### config.mk
export PLATFORM = sky130hd
export DESIGN_NAME = sorted_priority_queue
export DESIGN_NICKNAME = d
export VERILOG_FILES = /design/src/design/spq_pkg.sv /design/src/design/spq_cell.sv /design/src/design/sorted_priority_queue.sv
export SDC_FILE = /design/constraint.sdc
export NUM_CORES = 1
export LEC_CHECK = 0
export CAP_MARGIN = 5
export CORE_MARGIN = 3
export CORE_UTILIZATION = 39
export CTS_BUF_LIST = sky130_fd_sc_hd__clkbuf_8
export CTS_CLUSTER_SIZE = 24
export DETAILED_ROUTE_END_ITERATION = 7
export DONT_BUFFER_PORTS = 1
export MAX_ROUTING_LAYER = met4
export PLACE_DENSITY = 0.63
export SYNTH_ARGS = -nofsm -noshare
export SYNTH_HDL_FRONTEND = slang
export SYNTH_SLANG_ARGS = --single-unit
export TNS_END_PERCENT = 20
### constraint.sdc
create_clock -name clk -period 9.4 [get_ports clk]
set_input_delay 0.47 -clock clk [delete_from_list [all_inputs] [get_ports clk]]
set_output_delay 0.47 -clock clk [all_outputs]
set_load 0.03 [all_outputs]
### src/design/spq_pkg.sv
// Shared types and codes for the sorted priority queue.
package spq_pkg;

  localparam int PRIO_W  = 8;
  localparam int ID_W    = 8;
  localparam int STAT_W  = 2;
  localparam int QCNT_W  = 5;

  typedef logic [PRIO_W-1:0] prio_t;
  typedef logic [ID_W-1:0]   id_t;

  typedef enum logic [1:0] {
    OP_ENQUEUE = 2'd0,
    OP_DEQUEUE = 2'd1,
    OP_REMOVE  = 2'd2,
    OP_LOOKUP  = 2'd3
  } op_t;

  typedef enum logic [STAT_W-1:0] {
    ST_OK       = 2'd0,
    ST_EMPTY    = 2'd1,
    ST_FULL     = 2'd2,
    ST_NOTFOUND = 2'd3
  } status_t;

  typedef enum logic [2:0] {
    CMD_HOLD,
    CMD_INSERT,
    CMD_POP,
    CMD_SCAN_START,
    CMD_SCAN_STEP,
    CMD_REMOVE
  } cell_cmd_t;

  typedef enum logic {
    S_IDLE,
    S_SCAN
  } fsm_state_t;

  typedef struct packed {
    op_t   opcode;
    id_t   process_id;
    prio_t priority_req;
  } in_req_t;

  typedef struct packed {
    status_t           status;
    prio_t             entry_priority;
    id_t               entry_id;
    logic [QCNT_W-1:0] queue_count;
    prio_t             head_priority;
    id_t               head_id;
  } out_rsp_t;

  typedef struct packed {
    logic  valid;
    prio_t prio;
    id_t   id;
  } entry_t;

  typedef struct packed {
    cell_cmd_t cmd;
    prio_t     prio;
    id_t       key;
  } cell_ctrl_t;

endpackage

### src/design/spq_cell.sv
// One slot of the sorted chain: holds an entry and moves it to or from its neighbors.
module spq_cell (
  input  logic               clk,
  input  logic               rst_n,
  input  spq_pkg::cell_ctrl_t ctrl,
  input  logic               lead,
  input  spq_pkg::entry_t    left_ent,
  input  logic               left_gt,
  input  logic               left_tok,
  input  spq_pkg::entry_t    right_ent,
  output spq_pkg::entry_t    ent_q,
  output spq_pkg::entry_t    ent_nxt,
  output logic               gt,
  output logic               tok,
  output logic               hit
);
  import spq_pkg::*;

  logic  valid_r;
  prio_t prio_r;
  id_t   id_r;
  logic  tok_r, tok_nxt;
  logic  passed_r, passed_nxt;

  assign ent_q = '{valid: valid_r, prio: prio_r, id: id_r};
  assign gt    = valid_r && (prio_r > ctrl.prio);
  assign tok   = tok_r;
  assign hit   = tok_r && valid_r && (id_r == ctrl.key);

  always_comb begin
    ent_nxt    = ent_q;
    tok_nxt    = tok_r;
    passed_nxt = passed_r;
    unique case (ctrl.cmd)
      CMD_HOLD: begin
      end
      CMD_INSERT: begin
        // The slot left of us is moving down, or this is where the new entry lands.
        if (left_gt) begin
          ent_nxt = left_ent;
        end else if ((gt || !valid_r) && left_ent.valid) begin
          ent_nxt = '{valid: 1'b1, prio: ctrl.prio, id: ctrl.key};
        end
      end
      CMD_POP: begin
        ent_nxt = right_ent;
      end
      CMD_SCAN_START: begin
        tok_nxt    = lead;
        passed_nxt = 1'b0;
      end
      CMD_SCAN_STEP: begin
        tok_nxt    = left_tok;
        passed_nxt = passed_r | tok_r;
      end
      CMD_REMOVE: begin
        // Slots from the matching one onward close the gap.
        if (!passed_r) begin
          ent_nxt = right_ent;
        end
        tok_nxt = 1'b0;
      end
      default: begin
      end
    endcase
  end

  always_ff @(posedge clk) begin
    if (!rst_n) begin
      valid_r  <= 1'b0;
      tok_r    <= 1'b0;
      passed_r <= 1'b0;
    end else begin
      valid_r  <= ent_nxt.valid;
      tok_r    <= tok_nxt;
      passed_r <= passed_nxt;
    end
  end

  always_ff @(posedge clk) begin
    prio_r <= ent_nxt.prio;
    id_r   <= ent_nxt.id;
  end

endmodule

### src/design/sorted_priority_queue.sv
// Top level of the sorted priority queue: cell chain, sequencer and result register.
//
// A request on the in_ channel carries an opcode, a process id and a priority.
// Enqueue places the entry before the first one with a strictly greater
// priority (equal priorities keep arrival order); dequeue pops the head;
// remove deletes the first entry with a matching id; lookup reports it.
// Each request gives exactly one response on the out_ channel with a status,
// the affected entry (zero on enqueue), the count and head entry afterwards.
// Enqueue and dequeue act on all cells at once, so their response is
// registered at the accepting edge, one request per cycle while the
// receiver keeps up. Remove and lookup walk a token down the chain one
// cell per cycle until it reaches a matching entry, an empty slot or the
// last slot; that token walk sets their rate. On an empty queue they
// respond at the accepting edge. One request is in flight at a time.
// A new request is taken when the sequencer is idle and the result register
// is empty or being emptied in the same cycle, so a stalled receiver holds
// the response in place and back-pressures the input.
// Synchronous reset empties the queue and the result register; slot
// contents are not cleared, only their valid bits.
module sorted_priority_queue #(
  parameter int DEPTH = 16
) (
  input  logic              clk,
  input  logic              rst_n,
  input  logic              in_valid,
  output logic              in_ready,
  input  spq_pkg::in_req_t  in_data,
  output logic              out_valid,
  input  logic              out_ready,
  output spq_pkg::out_rsp_t out_data
);
  import spq_pkg::*;

  localparam int CNT_W = $clog2(DEPTH + 1);

  fsm_state_t state_r, state_nxt;
  logic [CNT_W-1:0] count_r, count_nxt;
  id_t              key_r;
  op_t              op_r;
  logic             out_valid_r;
  out_rsp_t         out_data_r;

  cell_ctrl_t ctrl;
  logic       load_out;
  status_t    rsp_status;
  entry_t     rsp_entry;

  entry_t ent_q   [DEPTH];
  entry_t ent_nxt [DEPTH];
  logic   gt      [DEPTH];
  logic   tok     [DEPTH];
  logic   hit     [DEPTH];

  logic   accept;
  logic   full, empty;
  logic   found_any, end_any;
  entry_t hit_entry;
  logic [31:0] cnt_ext;

  assign in_ready  = (state_r == S_IDLE) && (!out_valid_r || out_ready);
  assign accept    = in_valid && in_ready;
  assign out_valid = out_valid_r;
  assign out_data  = out_data_r;
  assign full      = (count_r == CNT_W'(DEPTH));
  assign empty     = (count_r == '0);

  // The chain of slots; slot 0 is the head.
  for (genvar i = 0; i < DEPTH; i++) begin : g_cell
    entry_t left_ent, right_ent;
    logic   left_gt, left_tok;
    if (i == 0) begin : g_first
      assign left_ent = '{valid: 1'b1, prio: '0, id: '0};
      assign left_gt  = 1'b0;
      assign left_tok = 1'b0;
    end else begin : g_mid
      assign left_ent = ent_q[i-1];
      assign left_gt  = gt[i-1];
      assign left_tok = tok[i-1];
    end
    if (i == DEPTH - 1) begin : g_last
      assign right_ent = '{valid: 1'b0, prio: '0, id: '0};
    end else begin : g_inner
      assign right_ent = ent_q[i+1];
    end

    spq_cell u_cell (
      .clk       (clk),
      .rst_n     (rst_n),
      .ctrl      (ctrl),
      .lead      (i == 0),
      .left_ent  (left_ent),
      .left_gt   (left_gt),
      .left_tok  (left_tok),
      .right_ent (right_ent),
      .ent_q     (ent_q[i]),
      .ent_nxt   (ent_nxt[i]),
      .gt        (gt[i]),
      .tok       (tok[i]),
      .hit       (hit[i])
    );
  end

  // Token status: at most one slot holds the token, so an OR picks its entry.
  always_comb begin
    found_any = 1'b0;
    end_any   = 1'b0;
    hit_entry = '0;
    for (int i = 0; i < DEPTH; i++) begin
      found_any = found_any | hit[i];
      end_any   = end_any | (tok[i] && !ent_q[i].valid);
      hit_entry = hit_entry | (hit[i] ? ent_q[i] : '0);
    end
    end_any = end_any | tok[DEPTH-1];
  end

  // Next state.
  always_comb begin
    state_nxt = state_r;
    unique case (state_r)
      S_IDLE: begin
        if (accept && (in_data.opcode == OP_REMOVE || in_data.opcode == OP_LOOKUP)
            && !empty) begin
          state_nxt = S_SCAN;
        end
      end
      S_SCAN: begin
        if (found_any || end_any) begin
          state_nxt = S_IDLE;
        end
      end
      default: state_nxt = S_IDLE;
    endcase
  end

  // Sequencer outputs: cell command, count update and response contents.
  always_comb begin
    ctrl       = '{cmd: CMD_HOLD, prio: in_data.priority_req, key: key_r};
    load_out   = 1'b0;
    rsp_status = ST_OK;
    rsp_entry  = '0;
    count_nxt  = count_r;
    unique case (state_r)
      S_IDLE: begin
        ctrl.key = in_data.process_id;
        if (accept) begin
          unique case (in_data.opcode)
            OP_ENQUEUE: begin
              load_out = 1'b1;
              if (full) begin
                rsp_status = ST_FULL;
              end else begin
                ctrl.cmd  = CMD_INSERT;
                count_nxt = count_r + 1'b1;
              end
            end
            OP_DEQUEUE: begin
              load_out = 1'b1;
              if (empty) begin
                rsp_status = ST_EMPTY;
              end else begin
                ctrl.cmd  = CMD_POP;
                rsp_entry = ent_q[0];
                count_nxt = count_r - 1'b1;
              end
            end
            OP_REMOVE, OP_LOOKUP: begin
              if (empty) begin
                load_out   = 1'b1;
                rsp_status = ST_NOTFOUND;
              end else begin
                ctrl.cmd = CMD_SCAN_START;
              end
            end
            default: begin
            end
          endcase
        end
      end
      S_SCAN: begin
        if (found_any) begin
          load_out  = 1'b1;
          rsp_entry = hit_entry;
          if (op_r == OP_REMOVE) begin
            ctrl.cmd  = CMD_REMOVE;
            count_nxt = count_r - 1'b1;
          end
        end else if (end_any) begin
          load_out   = 1'b1;
          rsp_status = ST_NOTFOUND;
        end else begin
          ctrl.cmd = CMD_SCAN_STEP;
        end
      end
      default: begin
      end
    endcase
  end

  assign cnt_ext = 32'(count_nxt);

  always_ff @(posedge clk) begin
    if (!rst_n) begin
      state_r     <= S_IDLE;
      count_r     <= '0;
      out_valid_r <= 1'b0;
    end else begin
      state_r <= state_nxt;
      count_r <= count_nxt;
      if (load_out) begin
        out_valid_r <= 1'b1;
      end else if (out_ready) begin
        out_valid_r <= 1'b0;
      end
    end
  end

  always_ff @(posedge clk) begin
    if (accept) begin
      key_r <= in_data.process_id;
      op_r  <= in_data.opcode;
    end
    if (load_out) begin
      out_data_r.status         <= rsp_status;
      out_data_r.entry_priority <= rsp_entry.prio;
      out_data_r.entry_id       <= rsp_entry.id;
      out_data_r.queue_count    <= cnt_ext[QCNT_W-1:0];
      out_data_r.head_priority  <= ent_nxt[0].valid ? ent_nxt[0].prio : '0;
      out_data_r.head_id        <= ent_nxt[0].valid ? ent_nxt[0].id : '0;
    end
  end

endmodule
==> out/qor.csv <==
stage;metric;value;unit
outcome;outcome;complete, no violations;
route;Detailed Route Iter0 Violations;2580;
setup_path;reg2reg setup slack;3.39;ns
timing;relative slew slack;19.5;%
final_layout;layout cells sized above 1;7.49;%
job;max-cap violations;0;
route;# DRC;0;
cts;clock latency on the worst-skew pair;0.65;ns
logic_synthesis;post-synthesis area per instance;9.30;um^2
logic_synthesis;synthesized area;0.0232;mm^2
setup_path;WP data required;9.94;ns
power;pwr dens;293;mW/mm^2
floorplanning;Top Ports;63;
timing;final worst-path cycle share;63.9;%
floorplanning;Die Y-Extent;250;um
route;DRT Pass-1 Iters;6;
setup_path;Worst Setup Start Kind;register;
final_layout;footprint of the multi-input gates;0.0122;mm^2
floorplanning;Chip Width;250;um
timing;Max Slew Vio Count;0;
logic_synthesis;Synth cell types;63;
floorplanning;initial core utilization;39.8;%
setup_path;Worst Path Max Fanout;29;
power;Max VDD drop;244;uV
timing;Final TNS setup;0;ns
cts;H-tree levels;3;
logic_synthesis;Syn Nets;2653;
logic_synthesis;warnings from Yosys;0;
place;Port Buf Inserts;0;
route;wire per inst;28.5;um
global_routing;initial antenna violation count;2;
route;Final ANT Viol Nets;0;
cts;total CTS buffers;68;
logic_synthesis;asr flop ratio synth;0;%
logic_synthesis;Post-synth EDFFs;289;
logic_synthesis;Area contributors post-synth;edfxtp_1 (37%), nand2_1 (7.0%), ha_1 (7.0%), dfxtp_1 (6.1%), xor2_1 (4.7%);
timing;RSZ-0062 raised after global routing;false;
global_routing;vias in the first global route;19719;
cts;clock buffer depth;3;
cts;clk sink count;360;
place;DP Wirelength;65200;um
final_layout;# fillers;5650;
logic_synthesis;cell with the most instances after synthesis;nand2_1;
logic_synthesis;top cell type's share of synthesized area;37.3;%
logic_synthesis;sequential share of the synthesized area;43.4;%
hold_path;worst hold endpoint;out_valid$_SDFFE_PN0P_;
timing;Period minus WS final;6.01;ns
final_layout;Layout area overhead;8.93;%
setup_path;CP Capture Type;register;
place;RePlAce Congestion;1.01;
route;DRT Wirelength;92900;um
logic_synthesis;Main synth FF type;edfxtp_1;
route;vias post-DR;20659;
logic_synthesis;leading area contributor after synthesis;edfxtp_1;
logic_synthesis;Yosys reg bits;360;
hold_path;hold path startpoint;out_ready;
setup_path;Critical Path AT;6.55;ns
global_routing;GR Overflow Total;0;
floorplanning;CORE AREA;0.0584;mm^2
global_routing;total track usage;29.7;%
timing;Final Hold Fails;0;
final_layout;FF/Latch Area;0.0101;mm^2
final_layout;final core occ;43.4;%
logic_synthesis;top cells by count, synth;nand2_1 (436), edfxtp_1 (289), o21ai_1 (212);
setup_path;Critical R2R Launch;state_r$_SDFF_PN0_;
timing;setup violators final;0;
cts;CTS tree;yes;
logic_synthesis;Synth Instances;2501;
hold_path;hold path depth;3;
timing;Slew @ Worst Pin;1.21;ns
timing;fmax;0.166;GHz
cts;CTS root buf;clkbuf_8;
setup_path;critical path type;reg2reg;
cts;clk slew on worst S/H paths;0.07;ns
cts;post-CTS setup buffers;0;
floorplanning;row count;88;
floorplanning;die area;0.0626;mm^2
power;leakage;9.90;nW
setup_path;FF-to-FF End;g_cell[11].u_cell.valid_r$_SDFFE_PN0P_;
route;Via density;6.33;
timing;clk_skew;0.0233;ns
setup_path;R2R cell count;13;
global_routing;first-pass GRT wire length;135000;um
hold_path;Hold WC Path Type;in2reg;
final_layout;final net count;2595;
global_routing;largest net degree at the start of global routing;258;
## stage by stage
| step | hold slack [ns] | cell area [um^2] | instances | power (W) | setup slack (ns) |
|---|---|---|---|---|---|
| detailed placement | 0.450 | 23800 | 3122 | 0.00577 | 3.47 |
| finish | 0.0440 | 25300 | 3265 | 0.00741 | 3.39 |
| floorplan | 0.437 | 23200 | 2501 | 0.00472 | 4.76 |
| global placement | 0.445 | 23800 | 3122 | 0.00570 | 3.61 |
| CTS | 0.00244 | 25300 | 3263 | 0.00736 | 3.46 |
| global route | 0.0181 | 25300 | 3264 | 0.00776 | 3.10 |
## critical path, stage by stage (launching register included)
cell and delay (ns):
dfxtp_1 0.66, buf_4 0.39, mux2i_4 0.85, buf_4 0.41, xor2_1 0.10, nand4_1 0.12
nor3_2 0.04, buf_4 0.22, or4_4 0.58, or4_1 0.73, o211ai_4 0.32, a31oi_4 0.39
and2_1 0.64, a311oi_1 0.40
## routing by layer
metal  up-vias  GRT usage, %  part of all wire [%]
met5         -             -                     0
met4         0          17.8                   6.8
met3       348          5.55                   9.3
met2      1280          45.5                    46
met1      9958          36.5                    38
li1       9073             -                     -
## layout make-up
class | count | area share [%]
Antenna cell | 2 | 0.0198
Clock buffer | 76 | 4.13
Multi-Input combinational cell | 1893 | 48.1
Clock inverter | 49 | 1.28
Sequential cell | 360 | 39.9
Tap cell | 765 | 3.78
Inverter | 68 | 1.01
Timing Repair Buffer | 52 | 1.80
## timing repair
item	in CTS	in global routing
endpoints found under the hold margin	21	0
hold buffers	16	0
gates resized for setup	0	0
## logic make-up after synthesis
| group | after synthesis | share of synthesized area [%] |
|---|---|---|
| AOI/OAI and AO/OA | 799 | 20.9 |
| and+or+nand+nor | 715 | 13.7 |
| DFF | 360 | 43.4 |
| buffers and inverters | 248 | 4.53 |
| xor gates and xnor gates | 133 | 5.01 |
| adders and majority gates | 130 | 7.00 |
| muxes | 116 | 5.35 |
## registers in the layout, indices dropped and copies added, names as in the netlist
name and count:
state_r 1, key_r 8, count_r 5, g_cell.u_cell.valid_r 16
out_valid 1, op_r 2, g_cell.u_cell.prio_r 128, g_cell.u_cell.id_r 128
out_data 39, g_cell.u_cell.tok 16, g_cell.u_cell.passed_r 16
## report_power, final
part	total [W]	switching (W)	internal, W	leakage (nW)
clock	0.00158	0.000725	0.000856	0.781
sequential	0.00344	0.000967	0.00248	3.29
combinational	0.00239	0.00159	0.000799	5.83
## worst max path at each step
stage,from,to,cells after the start
CTS,state_r$_SDFF_PN0_,g_cell[13].u_cell.valid_r$_SDFFE_PN0P_,13
global route,state_r$_SDFF_PN0_,out_data[1]$_SDFFCE_PN0P_,14
detailed placement,state_r$_SDFF_PN0_,g_cell[14].u_cell.valid_r$_SDFFE_PN0P_,13
floorplan,state_r$_SDFF_PN0_,g_cell[15].u_cell.id_r[0]$_SDFFCE_PP0P_,14
finish,state_r$_SDFF_PN0_,g_cell[11].u_cell.valid_r$_SDFFE_PN0P_,13
global placement,state_r$_SDFF_PN0_,g_cell[11].u_cell.valid_r$_SDFFE_PN0P_,13
## layout by cell type, fill, tap and decap left out, drive strengths merged, types with 6 or more instances in the layout
| cell | synthesis | routed |
|---|---|---|
| clkbuf | 112 | 76 |
| a22oi | 55 | 55 |
| o21bai | 6 | 6 |
| xnor2 | 9 | 9 |
| dlygate4sd3 | 0 | 16 |
| a21o | 31 | 31 |
| or2 | 17 | 17 |
| clkinv | 0 | 15 |
| xor2 | 124 | 124 |
| inv | 68 | 93 |
| o22ai | 8 | 8 |
| nand4 | 29 | 29 |
| nor3 | 25 | 25 |
| a211oi | 21 | 21 |
| a311oi | 14 | 14 |
| a221oi | 43 | 43 |
| nand2 | 436 | 436 |
| edfxtp | 289 | 289 |
| nand2b | 14 | 14 |
| and3 | 10 | 10 |
| nor2 | 58 | 58 |
| nor4 | 6 | 6 |
| buf | 68 | 36 |
| ha | 130 | 130 |
| nand3 | 87 | 87 |
| mux2i | 115 | 115 |
| a21oi | 160 | 160 |
| dfxtp | 71 | 71 |
| and2 | 20 | 20 |
| o21ai | 374 | 374 |
| a22o | 58 | 58 |
| o31ai | 13 | 13 |
Power figures use the tool's default switching activity.
